[src/rtl/core/tgs_pkg.sv]
`timescale 1ns / 1ps
// ---------------------------------------------------------------------------
// tgs_pkg: shared types and constants of the tridiagonal Gauss-Seidel solver
// Word layouts, controller states, datapath commands and status.
// ---------------------------------------------------------------------------
package tgs_pkg;

    localparam int DATA_W = 32;

    localparam logic CFG_MAX_ITER = 1'b0;
    localparam logic CFG_TOL      = 1'b1;

    localparam logic [15:0] MAX_ITER_RESET = 16'd100;
    localparam logic [30:0] TOL_RESET      = 31'd66;

    localparam logic [31:0] SAT_MAX    = 32'h7FFF_FFFF;
    localparam logic [31:0] SAT_MIN    = 32'h8000_0000;
    localparam logic [31:0] CHANGE_MAX = 32'hFFFF_FFFF;

    typedef struct packed {
        logic [5:0]         row_index;
        logic signed [31:0] sub_coef;
        logic signed [31:0] diag_coef;
        logic signed [31:0] super_coef;
        logic signed [31:0] rhs_value;
        logic signed [31:0] initial_guess;
        logic               last_row;
    } t_in_word;

    typedef struct packed {
        logic [5:0]         out_row;
        logic signed [31:0] solution;
        logic               converged;
        logic [15:0]        sweeps_done;
        logic               divide_fault;
        logic               last_result;
    } t_out_word;

    typedef enum logic [3:0] {
        ST_IDLE,
        ST_SOLVE_INIT,
        ST_READ,
        ST_MUL_SUB,
        ST_MUL_SUP,
        ST_ACC,
        ST_DIV_START,
        ST_DIV_WAIT,
        ST_NEW,
        ST_CHG_START,
        ST_CHG_WAIT,
        ST_WRITEBACK,
        ST_SWEEP_END,
        ST_OUT_READ,
        ST_OUT_LOAD,
        ST_OUT_WAIT
    } t_state;

    typedef enum logic [3:0] {
        OP_NOP,
        OP_LOAD,
        OP_SOLVE_INIT,
        OP_READ,
        OP_MUL_SUB,
        OP_MUL_SUP,
        OP_ACC,
        OP_DIV_START,
        OP_NEW,
        OP_CHG_START,
        OP_WRITEBACK,
        OP_SWEEP_END,
        OP_OUT_READ,
        OP_OUT_LOAD
    } t_op;

    typedef struct packed {
        t_op  op;
        logic in_ready;
    } t_cmd;

    typedef struct packed {
        logic div_done;
        logic row_last;
        logic sweep_again;
        logic out_taken;
    } t_status;

endpackage

[src/rtl/core/tgs_ctrl.sv]
`timescale 1ns / 1ps
// ---------------------------------------------------------------------------
// tgs_ctrl: solver sequencer
// Steps the datapath through loading, the per-row update of each sweep,
// the convergence decision and the delivery of the results.
// ---------------------------------------------------------------------------
module tgs_ctrl import tgs_pkg::*; (
    input  logic    i_clk,
    input  logic    i_rst_n,
    input  logic    i_in_valid,
    input  logic    i_last_row,
    input  t_status i_status,
    output t_cmd    o_cmd
);

    t_state r_state;
    t_state n_state;

    always_ff @(posedge i_clk) begin
        if (!i_rst_n) begin
            r_state <= ST_IDLE;
        end else begin
            r_state <= n_state;
        end
    end

    always_comb begin
        n_state = r_state;
        unique case (r_state)
            ST_IDLE: begin
                if (i_in_valid && i_last_row) begin
                    n_state = ST_SOLVE_INIT;
                end
            end
            ST_SOLVE_INIT: n_state = ST_READ;
            ST_READ:       n_state = ST_MUL_SUB;
            ST_MUL_SUB:    n_state = ST_MUL_SUP;
            ST_MUL_SUP:    n_state = ST_ACC;
            ST_ACC:        n_state = ST_DIV_START;
            ST_DIV_START:  n_state = ST_DIV_WAIT;
            ST_DIV_WAIT: begin
                if (i_status.div_done) begin
                    n_state = ST_NEW;
                end
            end
            ST_NEW:        n_state = ST_CHG_START;
            ST_CHG_START:  n_state = ST_CHG_WAIT;
            ST_CHG_WAIT: begin
                if (i_status.div_done) begin
                    n_state = ST_WRITEBACK;
                end
            end
            ST_WRITEBACK: begin
                n_state = i_status.row_last ? ST_SWEEP_END : ST_READ;
            end
            ST_SWEEP_END: begin
                n_state = i_status.sweep_again ? ST_READ : ST_OUT_READ;
            end
            ST_OUT_READ:   n_state = ST_OUT_LOAD;
            ST_OUT_LOAD:   n_state = ST_OUT_WAIT;
            ST_OUT_WAIT: begin
                if (i_status.out_taken) begin
                    n_state = i_status.row_last ? ST_IDLE : ST_OUT_READ;
                end
            end
            default:       n_state = ST_IDLE;
        endcase
    end

    always_comb begin
        o_cmd.op       = OP_NOP;
        o_cmd.in_ready = 1'b0;
        unique case (r_state)
            ST_IDLE: begin
                o_cmd.in_ready = 1'b1;
                if (i_in_valid) begin
                    o_cmd.op = OP_LOAD;
                end
            end
            ST_SOLVE_INIT: o_cmd.op = OP_SOLVE_INIT;
            ST_READ:       o_cmd.op = OP_READ;
            ST_MUL_SUB:    o_cmd.op = OP_MUL_SUB;
            ST_MUL_SUP:    o_cmd.op = OP_MUL_SUP;
            ST_ACC:        o_cmd.op = OP_ACC;
            ST_DIV_START:  o_cmd.op = OP_DIV_START;
            ST_NEW:        o_cmd.op = OP_NEW;
            ST_CHG_START:  o_cmd.op = OP_CHG_START;
            ST_WRITEBACK:  o_cmd.op = OP_WRITEBACK;
            ST_SWEEP_END:  o_cmd.op = OP_SWEEP_END;
            ST_OUT_READ:   o_cmd.op = OP_OUT_READ;
            ST_OUT_LOAD:   o_cmd.op = OP_OUT_LOAD;
            default:       o_cmd.op = OP_NOP;
        endcase
    end

endmodule

[config.mk]
export PLATFORM = sky130hd
export DESIGN_NAME = tgs_ctrl
export DESIGN_NICKNAME = d
export VERILOG_FILES = /design/src/rtl/core/tgs_pkg.sv /design/src/rtl/core/tgs_ctrl.sv
export SDC_FILE = /design/constraint.sdc
export NUM_CORES = 1
export LEC_CHECK = 0
export ABC_AREA = 1
export BUFFER_PORTS_ARGS = -buffer_cell sky130_fd_sc_hd__buf_4
export CELL_PAD_IN_SITES_DETAIL_PLACEMENT = 1
export CELL_PAD_IN_SITES_GLOBAL_PLACEMENT = 2
export CORE_MARGIN = 4
export CORE_UTILIZATION = 23
export DETAILED_ROUTE_END_ITERATION = 10
export GPL_ROUTABILITY_DRIVEN = 0
export HOLD_SLACK_MARGIN = 0.05
export PLACE_DENSITY = 0.85
export SLEW_MARGIN = 20
export SYNTH_ARGS = -nofsm -noshare
export SYNTH_HDL_FRONTEND = slang
export SYNTH_SLANG_ARGS = --single-unit
[constraint.sdc]
create_clock -name i_clk -period 1.3 [get_ports i_clk]
set_input_delay 0.13 -clock i_clk [delete_from_list [all_inputs] [get_ports i_clk]]
set_output_delay 0.13 -clock i_clk [all_outputs]
set_load 0.02 [all_outputs]
==> results.tsv <==
stage	metric	value	unit
placed_design	Inst Count DP	144	
timing	Setup Viol. Count Final	9	
timing	Highest Clock Rate	0.663	GHz
pwr	P per Cell Area	1790	nW/um^2
pwr	Leak Pwr	0.000489	uW
synthesis	Area contributors post-synth	nand2_1 25%, dfxtp_1 17%, nor2_1 10%	
setup_path	critical-path maximum fanout	4	
setup_path	Critical Path Sink Type	output port	
timing	RSZ-0062 raised after global routing	true	
timing	min setup slack post-route	-0.209	ns
floorplanning	Core ar.	1940	sq um
setup_path	reg-to-reg endpoint	r_state[3]	
synthesis	YS warnings	0	
finish	fillers	277	
clock_network	Num CTS Buffers	3	
min_path	min-delay src	i_rst_n	
routing	drt initial violations	10	
finish	fin area	956	sq um
routing	drt total wl	2410	microns
synthesis	sequential area share after synthesis	0.172	
synthesis	syn avg cell area	5.19	sq um
synthesis	post-synthesis cell type count	16	
setup_path	nature of the critical path startpoint	flip-flop	
global_routing	vias in the first global route	772	
timing	clock skew	0.00568	ns
min_path	Hold EP	r_state[0]	
floorplanning	Core Rows	16	
routing	Vias	760	
finish	Diodes inserted	0	
global_routing	initial antenna violation count	0	
floorplanning	num ports	13	
finish	max reg flops	4	
setup_path	internal reg-to-reg setup slack	-0.11	ns
routing	Vias/cell	4.84	
setup_path	worst reg-to-reg path cell count	10	
routing	per-cell routed wire length	15.4	microns
clock_network	# hold bufs at CTS	0	
min_path	Hold Path Stages	3	
global_routing	largest net degree at the start of global routing	7	
pwr	Max VDD drop	0.796	mV
finish	final core occ	0.492	
clock_network	Clock Path Buffers	2	
setup_path	CP Buf/Inv Count	3	
finish	share of layout cells above drive strength 1	0.608	
placed_design	Post-DP Area	716	sq um
clock_network	clk_lat worst skew	0.26	ns
floorplanning	Starting Density	0.240	
run_status	status	complete, but fails checks	
timing	final hold violation count	0	
setup_path	Req. time, crit path	1.17	ns
setup_path	CP Class	reg -> out	
setup_path	CP Cell Sequence	inv_4, nor2_4, buf_12, nand2_1, nand2_2, a21oi_2, o2111ai_2, buf_4	
clock_network	root buf cell	clkbuf_4	
placed_design	I/O Buffers	12	
synthesis	Syn Inst Count	90	
global_routing	GRT Util Overall	0.172	
global_routing	gr ovfl total	0	
synthesis	area leader, netlist	nand2_1	
setup_path	RR Startpoint	r_state[1]	
run	max-cap violations	0	
synthesis	Synth Register Bits	4	
placed_design	dpl hpwl	1560	microns
floorplanning	die area	2810	sq um
timing	Slew @ Worst Pin	0.219	ns
synthesis	syn nets	98	
timing	fin. max-slew vios	0	
finish	Largest regs	r_state: 4 flops	
floorplanning	Die W	53.0	microns
routing	Post-DRT Antenna Nets	0	
finish	Post-Layout Cell Count	157	
routing	Residual DRC	0	
setup_path	CP arrival	1.38	ns
clock_network	CTS tree	built	
finish	most flop-heavy register	r_state	
floorplanning	die height	53.0	microns
synthesis	Synth top area share	0.249	
min_path	worst hold path type	in -> reg	
setup_path	slowest CP cell	dfxtp_4	
global_routing	first-pass GRT wire length	3450	microns
clock_network	# H-tree levels	1	
routing	Detailed Routing Iterations Pass 1	4	
clock_network	clk sinks	4	
placed_design	pre-CTS setup slack	-0.0528	ns
timing	final period utilization	1.16	
finish	Area Growth Syn to Fin	105	%
synthesis	area of the mapped netlist	467	sq um
finish	Layout Nets	140	
timing	worst slew margin relative to its limit	0.853	
setup_path	slowest cell delay on critical path	0.36	ns
setup_path	CP top delay family	flip-flops	
pwr	total power	1710	uW
clock_network	CTS clk-pin slew, worst paths	0.04	ns
run_status	failing checks	negative setup slack	
timing	min Tclk post-route	1.51	ns
cell usage in the layout, fill, tap and decap left out:
cell,n
clkbuf_4,3
a21oi_1,2
a21oi_4,1
nand2_2,10
inv_1,5
nor2_1,8
nand2_4,2
o21ai_1,3
buf_4,29
nor2_2,4
nand2_1,24
inv_2,6
nor3_1,1
nor2_4,6
nand3_2,1
nand3_1,6
buf_12,1
dfxtp_4,4
o211ai_1,1
buf_6,7
a21oi_2,3
nand3b_1,1
o2111ai_2,1
inv_4,1
cell type report:
type                            count  area (sq um)  share of cell area
Multi-Input combinational cell     74           440               0.461
Timing Repair Buffer               37           317               0.331
Sequential cell                     4          95.1              0.0995
Inverter                           12          47.5              0.0497
Tap cell                           27          33.8              0.0353
Clock buffer                        3          22.5              0.0236
Yosys cell counts:
| master | instances |
|---|---|
| nand2_1 | 31 |
| nor2_1 | 13 |
| inv_1 | 7 |
| nand3_1 | 7 |
| a21oi_1 | 6 |
| inv_2 | 5 |
| nand2_2 | 5 |
| dfxtp_1 | 4 |
| nor2_2 | 4 |
| o21ai_0 | 2 |
| nand3b_1 | 1 |
| nor2_4 | 1 |
| nor3_1 | 1 |
| o2111ai_1 | 1 |
| o211ai_1 | 1 |
| o21ai_1 | 1 |
worst reg2reg max path, delay by kind of cell (launching register included):
| kind | cells | cell delay [ns] |
|---|---|---|
| AOI/OAI and AO/OA | 1 | 0.10 |
| and+or+nand+nor | 6 | 0.50 |
| buffers and inverters | 3 | 0.38 |
| DFF | 1 | 0.36 |
how the worst max path moves through the flow:
stage | from | to | slack [ns] | cells past startpoint
after floorplan | r_state[0] | o_cmd[1] | 0.004 | 5
after global placement | r_state[0] | o_cmd[1] | -0.05 | 7
after detailed placement | r_state[0] | r_state[3] | -0.05 | 8
after CTS | r_state[1] | o_cmd[1] | -0.15 | 8
after global routing | r_state[1] | o_cmd[1] | -0.27 | 8
final | r_state[1] | o_cmd[1] | -0.21 | 8
power by group:
| group | total [uW] | internal, uW | switching [uW] | leakage (uW) |
|---|---|---|---|---|
| Sequential | 239 | 167 | 71.7 | 0.0000355 |
| Clock | 176 | 105 | 71.6 | 0.0000138 |
| Combinational | 1300 | 646 | 649 | 0.000440 |
metal layers:
| metal | GRT usage | vias to the layer above | share of wire |
|---|---|---|---|
| li1 | - | 364 | - |
| met2 | 0.326 | 16 | 0.55 |
| met3 | 0.0225 | 6 | 0.031 |
| met5 | 0 | - | 0 |
| met1 | 0.186 | 374 | 0.39 |
| met4 | 0.0723 | 0 | 0.032 |
kinds of logic (layout without fill, tap and decap cells):
kind of cell / after synthesis / count (layout) / share of synthesized area
compound gates: 11 / 11 / 0.131
buf+inv: 12 / 52 / 0.0965
flops: 4 / 4 / 0.172
simple gates: 63 / 63 / 0.601
metrics by stage:
stage          hold slack [ns]  TNS [ns]
6_report                 0.139     -1.10
3_5_place_dp             0.401    -0.236
5_1_grt                  0.160     -1.82
2_1_floorplan            0.275         0
4_1_cts                  0.144    -0.670
3_3_place_gp             0.391    -0.133
what timing repair did:
| item | CTS | global route |
|---|---|---|
| pin swaps | 3 | 8 |
| endpoints found under the setup margin | 9 | 9 |
| gates resized for setup | 22 | 23 |
| setup buffers | 8 | 2 |
No activity file was read; power rests on OpenSTA's default activity.
